## src/rtl/dctq_pkg.sv

```systemverilog
`timescale 1ns / 1ps
// Shared types and constants for the dual-channel time tag qualifier.
// No dependencies; imported by the merge stage and the top level.
package dctq_pkg;

  // Configuration register indexes
  localparam int unsigned CFG_IDX_BITS = 1;

  typedef enum logic [CFG_IDX_BITS-1:0] {
    CFG_LOWER_LIMIT = 1'b0,
    CFG_UPPER_LIMIT = 1'b1
  } cfg_idx_e;

  // Reset values of the delay window, truncated to the delay width at use
  localparam logic [63:0] LOWER_LIMIT_RST = 64'd1;
  localparam logic [63:0] UPPER_LIMIT_RST = 64'd4000000000;

  // Per-request status flags handed from the lanes to the merge stage
  typedef struct packed {
    logic single_channel;
    logic single_mode;
    logic keep_second;
    logic keep_first;
  } dctq_flags_t;

endpackage

```

## src/rtl/dctq_lane.sv

```systemverilog
`timescale 1ns / 1ps
// One qualification lane: holds a channel's last kept (tag, delay) pair and
// its saturating kept and skipped counters. No package dependencies.
module dctq_lane #(
  parameter int unsigned TAG_BITS   = 48,
  parameter int unsigned TIME_BITS  = 40,
  parameter int unsigned COUNT_BITS = 40
) (
  input  logic                  clk_i,
  input  logic                  rst_ni,
  input  logic                  en_i,
  input  logic [TAG_BITS-1:0]   tag_i,
  input  logic [TIME_BITS-1:0]  time_i,
  input  logic [TIME_BITS-1:0]  lower_i,
  input  logic [TIME_BITS-1:0]  upper_i,
  output logic                  keep_o,
  output logic [TAG_BITS-1:0]   last_tag_o,
  output logic [TAG_BITS-1:0]   last_tag_d_o,
  output logic [COUNT_BITS-1:0] kept_d_o,
  output logic [COUNT_BITS-1:0] skip_d_o
);

  logic [TAG_BITS-1:0]   tag_q, tag_d;
  logic [TIME_BITS-1:0]  time_q, time_d;
  logic [COUNT_BITS-1:0] kept_q, kept_d;
  logic [COUNT_BITS-1:0] skip_q, skip_d;
  logic                  in_window;
  logic                  is_newer;

  assign in_window = (time_i > lower_i) && (time_i < upper_i);
  assign is_newer  = (tag_i > tag_q) || ((tag_i == tag_q) && (time_i > time_q));
  assign keep_o    = in_window && is_newer;

  always_comb begin
    tag_d  = tag_q;
    time_d = time_q;
    kept_d = kept_q;
    skip_d = skip_q;
    if (en_i) begin
      if (keep_o) begin
        tag_d  = tag_i;
        time_d = time_i;
        // hold at full scale
        if (kept_q != '1) kept_d = kept_q + COUNT_BITS'(1);
      end else begin
        if (skip_q != '1) skip_d = skip_q + COUNT_BITS'(1);
      end
    end
  end

  always_ff @(posedge clk_i or negedge rst_ni) begin
    if (!rst_ni) begin
      tag_q  <= '0;
      time_q <= '0;
      kept_q <= '0;
      skip_q <= '0;
    end else begin
      tag_q  <= tag_d;
      time_q <= time_d;
      kept_q <= kept_d;
      skip_q <= skip_d;
    end
  end

  assign last_tag_o   = tag_q;
  assign last_tag_d_o = tag_d;
  assign kept_d_o     = kept_d;
  assign skip_d_o     = skip_d;

endmodule

```

## src/rtl/dctq_merge.sv

```systemverilog
`timescale 1ns / 1ps
// Merge stage: captures both lanes' results into the output register and
// forms the end tag. Depends on dctq_pkg for the status flag struct.
module dctq_merge import dctq_pkg::*; #(
  parameter int unsigned TAG_BITS   = 48,
  parameter int unsigned COUNT_BITS = 40
) (
  input  logic                  clk_i,
  input  logic                  rst_ni,
  input  logic                  valid_i,
  output logic                  ready_o,
  input  dctq_flags_t           flags_i,
  input  logic [COUNT_BITS-1:0] kept_one_i,
  input  logic [COUNT_BITS-1:0] kept_two_i,
  input  logic [COUNT_BITS-1:0] skip_one_i,
  input  logic [COUNT_BITS-1:0] skip_two_i,
  input  logic [TAG_BITS-1:0]   tag_one_i,
  input  logic [TAG_BITS-1:0]   tag_two_i,
  output logic                  m_axis_tvalid,
  input  logic                  m_axis_tready,
  // keep_first, keep_second, single_mode, single_channel, kept_count_one,
  // kept_count_two, skipped_count_one, skipped_count_two, end_tag, zero fill
  output logic [((4+4*COUNT_BITS+TAG_BITS+1+7)/8)*8-1:0] m_axis_tdata
);

  localparam int unsigned OUT_BITS = 4 + 4*COUNT_BITS + TAG_BITS + 1;
  localparam int unsigned OUT_W    = ((OUT_BITS + 7) / 8) * 8;

  logic                  valid_q;
  dctq_flags_t           flags_q;
  logic [COUNT_BITS-1:0] kept_one_q, kept_two_q, skip_one_q, skip_two_q;
  logic [TAG_BITS-1:0]   tag_one_q, tag_two_q;
  logic [TAG_BITS-1:0]   tag_max;
  logic [TAG_BITS:0]     end_tag;
  logic                  load;

  assign ready_o = !valid_q || m_axis_tready;
  assign load    = valid_i && ready_o;

  always_ff @(posedge clk_i or negedge rst_ni) begin
    if (!rst_ni) begin
      valid_q <= 1'b0;
    end else if (ready_o) begin
      valid_q <= valid_i;
    end
  end

  // payload holds while the receiver stalls
  always_ff @(posedge clk_i) begin
    if (load) begin
      flags_q    <= flags_i;
      kept_one_q <= kept_one_i;
      kept_two_q <= kept_two_i;
      skip_one_q <= skip_one_i;
      skip_two_q <= skip_two_i;
      tag_one_q  <= tag_one_i;
      tag_two_q  <= tag_two_i;
    end
  end

  assign tag_max = (tag_one_q > tag_two_q) ? tag_one_q : tag_two_q;
  assign end_tag = {1'b0, tag_max} + (TAG_BITS+1)'(1);

  assign m_axis_tvalid = valid_q;
  assign m_axis_tdata  = OUT_W'({end_tag, skip_two_q, skip_one_q, kept_two_q, kept_one_q,
                                 flags_q});

endmodule

```

## src/rtl/dual_channel_time_tag_qualifier.sv

```systemverilog
`timescale 1ns / 1ps
// Dual-channel time tag qualifier, top level.
// Depends on dctq_pkg, dctq_lane (two copies) and dctq_merge.
//
// Usage:
//   s_axis carries one request per record pair: tdata holds the channel 1
//   (or single) tag and delay and the channel 2 tag and delay, tuser holds
//   op (1 = single-channel record). m_axis returns one result per request:
//   keep flags, mode, chosen channel, the four saturating counters and the
//   end tag. The cfg port writes the lower and upper delay limits; write
//   them only while no request is in flight.
//   A request's result is registered in the merge output register and shows
//   on m_axis in the cycle after the request is accepted. Throughput is one
//   request per cycle while the receiver does not stall; the per-record
//   compare against the last kept pair and the counter update are
//   combinational in each lane, and the lanes feed one output register.
//   Reset clears the last kept pairs, the counters and the mode, and loads
//   the limits with 1 and 4000000000 fs.
//   When the receiver stalls, the output register holds its result and
//   s_axis_tready drops until it is taken; a result taken in the same cycle
//   frees the register for the next request.
module dual_channel_time_tag_qualifier import dctq_pkg::*; #(
  parameter int unsigned TAG_BITS   = 48,
  parameter int unsigned TIME_BITS  = 40,
  parameter int unsigned COUNT_BITS = 40
) (
  input  logic                          clk_i,
  input  logic                          rst_ni,
  input  logic                          s_axis_tvalid,
  output logic                          s_axis_tready,
  // tag_first, time_first, tag_second, time_second, zero fill
  input  logic [((2*(TAG_BITS+TIME_BITS)+7)/8)*8-1:0] s_axis_tdata,
  // op
  input  logic                          s_axis_tuser,
  output logic                          m_axis_tvalid,
  input  logic                          m_axis_tready,
  // keep_first, keep_second, single_mode, single_channel, kept_count_one,
  // kept_count_two, skipped_count_one, skipped_count_two, end_tag, zero fill
  output logic [((4+4*COUNT_BITS+TAG_BITS+1+7)/8)*8-1:0] m_axis_tdata,
  input  logic                          cfg_we_i,
  input  logic [CFG_IDX_BITS-1:0]       cfg_idx_i,
  input  logic [TIME_BITS-1:0]          cfg_data_i
);

  localparam int unsigned TIME1_LSB = TAG_BITS;
  localparam int unsigned TAG2_LSB  = TAG_BITS + TIME_BITS;
  localparam int unsigned TIME2_LSB = 2*TAG_BITS + TIME_BITS;

  logic [TIME_BITS-1:0] lower_q, upper_q;
  logic                 mode_q, mode_d;
  logic                 chan_q, chan_d;
  logic                 accept;
  logic                 go_single;
  logic                 chan_sel;

  logic [TAG_BITS-1:0]  tag_first, tag_second, tag_lane2;
  logic [TIME_BITS-1:0] time_first, time_second, time_lane2;

  logic                  en_one, en_two;
  logic                  keep_one, keep_two;
  logic [TAG_BITS-1:0]   last_one, last_two, last_one_d, last_two_d;
  logic [COUNT_BITS-1:0] kept_one_d, kept_two_d, skip_one_d, skip_two_d;
  dctq_flags_t           flags;

  assign tag_first   = s_axis_tdata[TAG_BITS-1:0];
  assign time_first  = s_axis_tdata[TIME1_LSB +: TIME_BITS];
  assign tag_second  = s_axis_tdata[TAG2_LSB +: TAG_BITS];
  assign time_second = s_axis_tdata[TIME2_LSB +: TIME_BITS];

  always_ff @(posedge clk_i or negedge rst_ni) begin
    if (!rst_ni) begin
      lower_q <= LOWER_LIMIT_RST[TIME_BITS-1:0];
      upper_q <= UPPER_LIMIT_RST[TIME_BITS-1:0];
    end else if (cfg_we_i) begin
      unique case (cfg_idx_e'(cfg_idx_i))
        CFG_LOWER_LIMIT: lower_q <= cfg_data_i;
        CFG_UPPER_LIMIT: upper_q <= cfg_data_i;
        default: ;
      endcase
    end
  end

  assign accept = s_axis_tvalid && s_axis_tready;

  // First single-channel record locks the mode and picks the channel whose
  // last kept tag is lower; equal tags pick channel 1.
  assign go_single = mode_q || s_axis_tuser;
  assign chan_sel  = mode_q ? chan_q : (last_one > last_two);

  always_comb begin
    mode_d = mode_q;
    chan_d = chan_q;
    if (accept && !mode_q && s_axis_tuser) begin
      mode_d = 1'b1;
      chan_d = chan_sel;
    end
  end

  always_ff @(posedge clk_i or negedge rst_ni) begin
    if (!rst_ni) begin
      mode_q <= 1'b0;
      chan_q <= 1'b0;
    end else begin
      mode_q <= mode_d;
      chan_q <= chan_d;
    end
  end

  // In single mode only the chosen lane advances, fed from the first record
  assign en_one     = accept && (!go_single || !chan_sel);
  assign en_two     = accept && (!go_single || chan_sel);
  assign tag_lane2  = go_single ? tag_first : tag_second;
  assign time_lane2 = go_single ? time_first : time_second;

  dctq_lane #(
    .TAG_BITS  (TAG_BITS),
    .TIME_BITS (TIME_BITS),
    .COUNT_BITS(COUNT_BITS)
  ) u_lane_one (
    .clk_i       (clk_i),
    .rst_ni      (rst_ni),
    .en_i        (en_one),
    .tag_i       (tag_first),
    .time_i      (time_first),
    .lower_i     (lower_q),
    .upper_i     (upper_q),
    .keep_o      (keep_one),
    .last_tag_o  (last_one),
    .last_tag_d_o(last_one_d),
    .kept_d_o    (kept_one_d),
    .skip_d_o    (skip_one_d)
  );

  dctq_lane #(
    .TAG_BITS  (TAG_BITS),
    .TIME_BITS (TIME_BITS),
    .COUNT_BITS(COUNT_BITS)
  ) u_lane_two (
    .clk_i       (clk_i),
    .rst_ni      (rst_ni),
    .en_i        (en_two),
    .tag_i       (tag_lane2),
    .time_i      (time_lane2),
    .lower_i     (lower_q),
    .upper_i     (upper_q),
    .keep_o      (keep_two),
    .last_tag_o  (last_two),
    .last_tag_d_o(last_two_d),
    .kept_d_o    (kept_two_d),
    .skip_d_o    (skip_two_d)
  );

  always_comb begin
    flags.keep_first     = (go_single && chan_sel) ? keep_two : keep_one;
    flags.keep_second    = !go_single && keep_two;
    flags.single_mode    = go_single;
    flags.single_channel = go_single && chan_sel;
  end

  dctq_merge #(
    .TAG_BITS  (TAG_BITS),
    .COUNT_BITS(COUNT_BITS)
  ) u_merge (
    .clk_i        (clk_i),
    .rst_ni       (rst_ni),
    .valid_i      (s_axis_tvalid),
    .ready_o      (s_axis_tready),
    .flags_i      (flags),
    .kept_one_i   (kept_one_d),
    .kept_two_i   (kept_two_d),
    .skip_one_i   (skip_one_d),
    .skip_two_i   (skip_two_d),
    .tag_one_i    (last_one_d),
    .tag_two_i    (last_two_d),
    .m_axis_tvalid(m_axis_tvalid),
    .m_axis_tready(m_axis_tready),
    .m_axis_tdata (m_axis_tdata)
  );

endmodule
```

## config.mk

```make
export PLATFORM = sky130hd
export DESIGN_NAME = dual_channel_time_tag_qualifier
export DESIGN_NICKNAME = d
export VERILOG_FILES = /design/src/rtl/dctq_pkg.sv /design/src/rtl/dctq_lane.sv /design/src/rtl/dctq_merge.sv /design/src/rtl/dual_channel_time_tag_qualifier.sv
export SDC_FILE = /design/constraint.sdc
export NUM_CORES = 2
export LEC_CHECK = 0
export ABC_AREA = 1
export BUFFER_PORTS_ARGS = -buffer_cell sky130_fd_sc_hd__clkbuf_2
export CAP_MARGIN = 20
export CORE_ASPECT_RATIO = 0.7
export CORE_UTILIZATION = 45
export CTS_BUF_LIST = sky130_fd_sc_hd__clkbuf_16
export DETAILED_ROUTE_END_ITERATION = 16
export PLACE_DENSITY_LB_ADDON = 0.08
export SETUP_SLACK_MARGIN = 0.02
export SLEW_MARGIN = 15
export SYNTH_ARGS = -nofsm -noshare
export SYNTH_HDL_FRONTEND = slang
export SYNTH_HIERARCHICAL = 1
export SYNTH_SLANG_ARGS = --single-unit
export TNS_END_PERCENT = 5
```

## constraint.sdc

```tcl
create_clock -name clk_i -period 18.3 [get_ports clk_i]
set_input_delay 0.915 -clock clk_i [delete_from_list [all_inputs] [get_ports clk_i]]
set_output_delay 0.915 -clock clk_i [all_outputs]
set_load 0.02 [all_outputs]
```

Word level (Yosys, flattened, before mapping). Cells that the tools add are included.

Reduce and logical (&&, ||, !) cells: 27. $lt $le $gt $ge: 10. Bitwise operators: 1. Muxes and demuxes: 21. Eq/ne operators: 6. $add $sub $neg: 5.

Operators by type and width (number): 2-to-1 mux 40 bit (13); 2-to-1 mux 48 bit (6); > comparator 48 bit (4); adder 40 x 1 -> 40 bit (second input constant) (4); > comparator 40 bit (4); != test 40 bit (second input constant) (4); equality test 48 bit (2); < comparator 40 bit (2); adder 48 x 1 -> 49 bit (second input constant) (1); logical AND 1 bit (13); AND reduction 2 bit (4); logical OR 1 bit (6); logical NOT 1 bit (4); 2-to-1 mux 1 bit (2); NOT 1 bit (1).

Output and inout port bits: 218. Bits of input ports: 223. Register bits: 679.

Logic depth before layout (Yosys ltp).
Depth in word-level cells: 8. Mapped depth: 25. Mapped depth without buffers: 25.

Cells and area by module. The synthesis kept the hierarchy.

Modules (own cells, without submodules): dctq_lane (area an instance 12909.9 sq um, instances 2, seq. area each 4204.0 sq um, cells each 1861); dctq_merge (area an instance 11533.6 sq um, instances 1, seq. area each 7832.5 sq um, cells each 977); dual_channel_time_tag_qualifier (area an instance 5470.2 sq um, instances 1, seq. area each 2069.5 sq um, cells each 827).

Least setup slack after synthesis. Ideal clock, no wire load.

Path type: input to register. From: input port s_axis_tvalid. To: register u_merge.kept_one_q[0] (enable). Setup slack: 3.908 ns. Stages: 2. Arrival: 13.424 ns. Data required time: 17.332 ns. Library setup time: 0.968 ns. Cell sequence: inv_1 > a21oi_1.

Word-level cells in the longest chain between the ends: 1.

RTL lines: start: declaration (RTL line dual_channel_time_tag_qualifier.sv:29) `input logic s_axis_tvalid,`; logical AND 1 bit (RTL line dctq_merge.sv:38) `assign load = valid_i && ready_o;`; net u_merge.load (RTL line dctq_merge.sv:35) `logic load;`; end signal: assignment (RTL line dctq_merge.sv:52) `kept_one_q <= kept_one_i;`; end: declaration (RTL line dctq_merge.sv:31) `logic [COUNT_BITS-1:0] kept_one_q, kept_two_q, skip_one_q, skip_two_q;`.

The timed path passes the listed nets, and every way through them passes these cells. A chain may end at the register's enable or synchronous reset.

Worst setup path after layout.
From: input port s_axis_tuser. To: register u_merge.tag_two_q[37] (data pin).

Word-level cells in the longest chain between the ends: 8. Elaborated cells on any way between the ends: 17. Those cells by class: order compare (4); eq/ne (1); mux (4); reduce/logical (8).

RTL lines: start: declaration (RTL line dual_channel_time_tag_qualifier.sv:34) `input logic s_axis_tuser,`; logical OR 1 bit (*) (RTL line dual_channel_time_tag_qualifier.sv:87) `assign go_single = mode_q || s_axis_tuser;`; 2-to-1 mux 48 bit (*) (RTL line dual_channel_time_tag_qualifier.sv:112) `assign tag_lane2 = go_single ? tag_first : tag_second;`; net tag_lane2[27] (RTL line dual_channel_time_tag_qualifier.sv:56) `logic [TAG_BITS-1:0] tag_first, tag_second, tag_lane2;`; parallel branches: the longest is 2 deep, another holds > comparator 48 bit; logical OR 1 bit (*) (RTL line dctq_lane.sv:31) `assign is_newer = (tag_i > tag_q) || ((tag_i == tag_q) && (time_i > time_q));`; logical AND 1 bit (*) (RTL line dctq_lane.sv:32) `assign keep_o = in_window && is_newer;`; 2-to-1 mux 48 bit (*) (RTL line dctq_lane.sv:40) `if (keep_o) begin`; 2-to-1 mux 48 bit (*) (RTL line dctq_lane.sv:39) `if (en_i) begin`; net last_two_d[37] (RTL line dual_channel_time_tag_qualifier.sv:61) `logic [TAG_BITS-1:0] last_one, last_two, last_one_d, last_two_d;`; end signal: assignment (RTL line dctq_merge.sv:57) `tag_two_q <= tag_two_i;`; end: declaration (RTL line dctq_merge.sv:32) `logic [TAG_BITS-1:0] tag_one_q, tag_two_q;`.

Mark *: on every way through the listed nets, which the timed path passes.

==> results.md <==
- Synth unique cells: 41
- Worst-path clk slew: 0.06 ns
- Fin. Hold Viols: 0
- Critical Path Sink Type: flip-flop
- Cts hold-fix bufs: 0
- Starting density of the core: 45.5%
- Worst Path Arrival: 7.29 ns
- Vias in the first global route: 33900
- Largest net degree at the start of global routing: 151
- Syn. warnings: 6
- Crit path max-delay family: simple AND/OR/NAND/NOR gates
- Worst skew pair latency: 0.66 ns
- Die width: 371 um
- Max-Cap Viols: 0
- Final setup fails: 0
- WP depth: 19
- WP data required: 18.64 ns
- Post-route ant nets: 0
- Final nets: 6575
- Synth-to-layout area growth: 13.1%
- Max-slew violation count: 0
- Setup TNS: 0 ns
- Remaining global-route overflow: 0
- Clk sinks: 679
- Worst setup path class: in2reg
- Post-synth EDFFs: 260
- Pre-CTS WS: 10.69 ns
- Root Buffer: clkbuf_16
- Total CTS buffers: 75
- Peak VDD IR: between 0.00005 and 0.00006 V
- Seq/Total Area, Yosys: between 40% and 50%
- Die Y: roughly 260 um
- Tcrit/Tclk final: 38.0%
- Setup slack after layout: 11.35 ns
- Core area: ~94000 um^2
- Power Dens Cells: 75.3 nW/um^2
- Pre-antenna DRT Iters: 6
- Slew @ Worst Pin: 1.10 ns
- Mux contribution to synthesized area: 0%
- Hold WC Path Type: in2async
- Die ar.: 96400 um^2
- Via Count: ~37000
- Post-Synth XOR/XNOR Area: 0.675%
- Drt wl/cell: between 15 and 20 um
- Top-count cell post-synth: nand2_1
- Largest family of logic cells by synthesized area: simple AND/OR/NAND/NOR gates
- PortBufs: around 440
- Post-CTS setup buffers: 0
- Synth area leaders: dfrtp_1 (24%), edfxtp_1 (18%), nand2_1 (15%)
- Initial antenna violation count: 14
- Final Critical Period: 6.95 ns
- RSZ-0062 raised after global routing: false
- Final std cells w/o fill: slightly above 7000
- First-pass GRT wire length: 195 mm
- Placed cells: 7088
- Commonest cells post-synth: nand2_1 (1740), inv_1 (911), ha_1 (435)
- GR Util All Layers: 26.0%
- GP Congestion: 0.905
- Mapped Area: 42800 um^2
- Worst Path Max Fanout: 98
- Simple-Gate Fraction of Synth Area: 27.6%
- DRC viols: 0
- Post-Syn Instances: 5526
- Pleak: 25.3 nW
- Leading area contributor after synthesis: dfrtp_1
- Share of layout cells above drive strength 1: 11.1%
- Startpoint types: input port
- # H-tree levels: 3
- Most used cell, CP: nand2_1
- Slowest Stage Delay on Critical Path: roughly 1.0 ns
- Cells on worst reg2reg path: 18
- Synth Area in Adders: 12.7%
- Relative slew slack: a little over a quarter
- Critical path, cell by cell: clkbuf_2, nor2_4, inv_4, buf_4, nand2_1, nand2_1, ha_1, nand2_1, nor2_1, nand2_1, nor2_1, inv_1, nor2_1, nand2_1, nand3_1, nand3_4, nor2_4, buf_4, o21ai_0
- CTS tree: done
- Via density: 5.06
- DRT Wirelength: 126 mm
- Status: finished, final reports clean
- I/O pin count: 441
- Clk buf depth: 3
- 1st-iter DRT viols: 3242
- CTS resizes: 0
- Top-area cell type share of the netlist area: 23.7%
- Post-synthesis async set-or-reset flop share: roughly three fifths
- Row count: 94
- Final Util: 51.5%
- Yosys reg bits: around 680
- CP Buf/Inv Count: 5
- Top_reg_cell synth: dfrtp_1
- Synthesized area per cell: 7.75 um^2
- Clock skew: 0.0255 ns
- Compound-gate portion of the synthesized area: around 6.3%
- Fmax: 144 MHz
- Slowest-stage cell, CP: nor2_4
- HPWL Detailed: roughly 95 mm
-- cell usage in the layout, fill, tap and decap left out, types with 8 or more instances in the layout --
| master | count |
|---|---|
| clkinv_2 | 18 |
| o21ai_0 | 193 |
| nand2_1 | 1738 |
| nor2_4 | 12 |
| nor3_1 | 69 |
| xor2_1 | 22 |
| a21o_1 | 14 |
| edfxtp_1 | 260 |
| clkinv_1 | 13 |
| nand3b_1 | 8 |
| inv_1 | 927 |
| nand3_1 | 386 |
| clkbuf_16 | 76 |
| buf_4 | 22 |
| nor2_1 | 340 |
| a21oi_1 | 189 |
| dfstp_2 | 14 |
| o21a_1 | 14 |
| o21ai_1 | 101 |
| nor4_1 | 16 |
| clkbuf_2 | 436 |
| nand2_2 | 23 |
| dfrtp_1 | 405 |
| nor2_2 | 26 |
| nand4_1 | 150 |
| ha_1 | 435 |
| xnor2_1 | 11 |
-- per-layer routing --
metal	vias up	share of wire [%]	global-route usage [%]
met4	16	2.0	5.72
met2	937	42	38.3
met3	155	6.2	5.29
met5	-	0.087	0
li1	18600	-	-
met1	16900	50	39.0
-- cell families after synthesis --
| group | Yosys count |
|---|---|
| simple gates | 2794 |
| buf+inv | 1065 |
| flops | 679 |
| compound gates | 519 |
| fa+ha+maj | 435 |
| xor+xnor | 33 |
| other cells | 1 |
-- state kept, by name, indices dropped and copies added (netlist names), 4 cells and up --
register               flops
u_merge/m_axis_tdata       4
u_lane_two/skip_q         40
u_lane_one/time_q         40
lower_q                   40
u_merge/tag_one_q         48
u_merge/skip_two_q        40
u_merge/kept_two_q        40
u_lane_two/last_tag_o     48
u_lane_two/time_q         40
u_merge/kept_one_q        40
u_lane_two/kept_q         40
upper_q                   40
u_lane_one/last_tag_o     48
u_merge/skip_one_q        40
u_lane_one/skip_q         40
u_lane_one/kept_q         40
u_merge/tag_two_q         48
-- final timing paths --
kind	start	end	slack, ns
worst max register to register	mode_q	u_merge/tag_two_q[37]	11.39
worst max-delay path	s_axis_tuser	u_merge/tag_two_q[37]	11.35
max in group asynchronous	rst_ni	u_lane_two/skip_q[22]	15.81
worst min register to register	upper_q[19]	upper_q[19]	0.50
worst min-delay path	rst_ni	u_lane_one/time_q[21]	0.22
min in group clk_i	cfg_data_i[17]	upper_q[17]	0.50
-- through the flow --
stage	area [um^2]	hold slack [ns]	total power, mW
floorplan	42800	0.457	1.99
global placement	46000	0.484	2.15
detailed placement	46000	0.486	2.16
CTS	48400	0.215	3.69
global route	48400	0.233	3.81
finish	48400	0.219	3.64
-- power by group --
group          switching, mW  total, mW  internal, mW
combinational          0.320      0.467         0.147
sequential            0.0339       1.67          1.63
clock                  0.655       1.51         0.858
-- layout make-up --
class	count	area [um^2]
Multi-Input combinational cell	3784	20300
Clock buffer	76	1900
Antenna cell	6	15.0
Clock inverter	63	499
Sequential cell	679	18300
Inverter	916	3440
Tap cell	1248	1560
Timing Repair Buffer	461	2410
Fill cell	9141	45700
-- worst reg2reg max path, cell delays in order, from the launching register on --
cell and delay (ns):
dfrtp_1 0.42, nor2_4 0.54, inv_4 0.42, buf_4 0.47, nand2_1 0.14, nand2_1 0.07
ha_1 0.30, nand2_1 0.07, nor2_1 0.22, nand2_1 0.13, nor2_1 0.32, inv_1 0.11
nor2_1 0.11, nand2_1 0.06, nand3_1 0.24, nand3_4 0.70, nor2_4 1.03, buf_4 0.96
o21ai_0 0.30
Note: power is estimated with default switching activity, not from simulation.
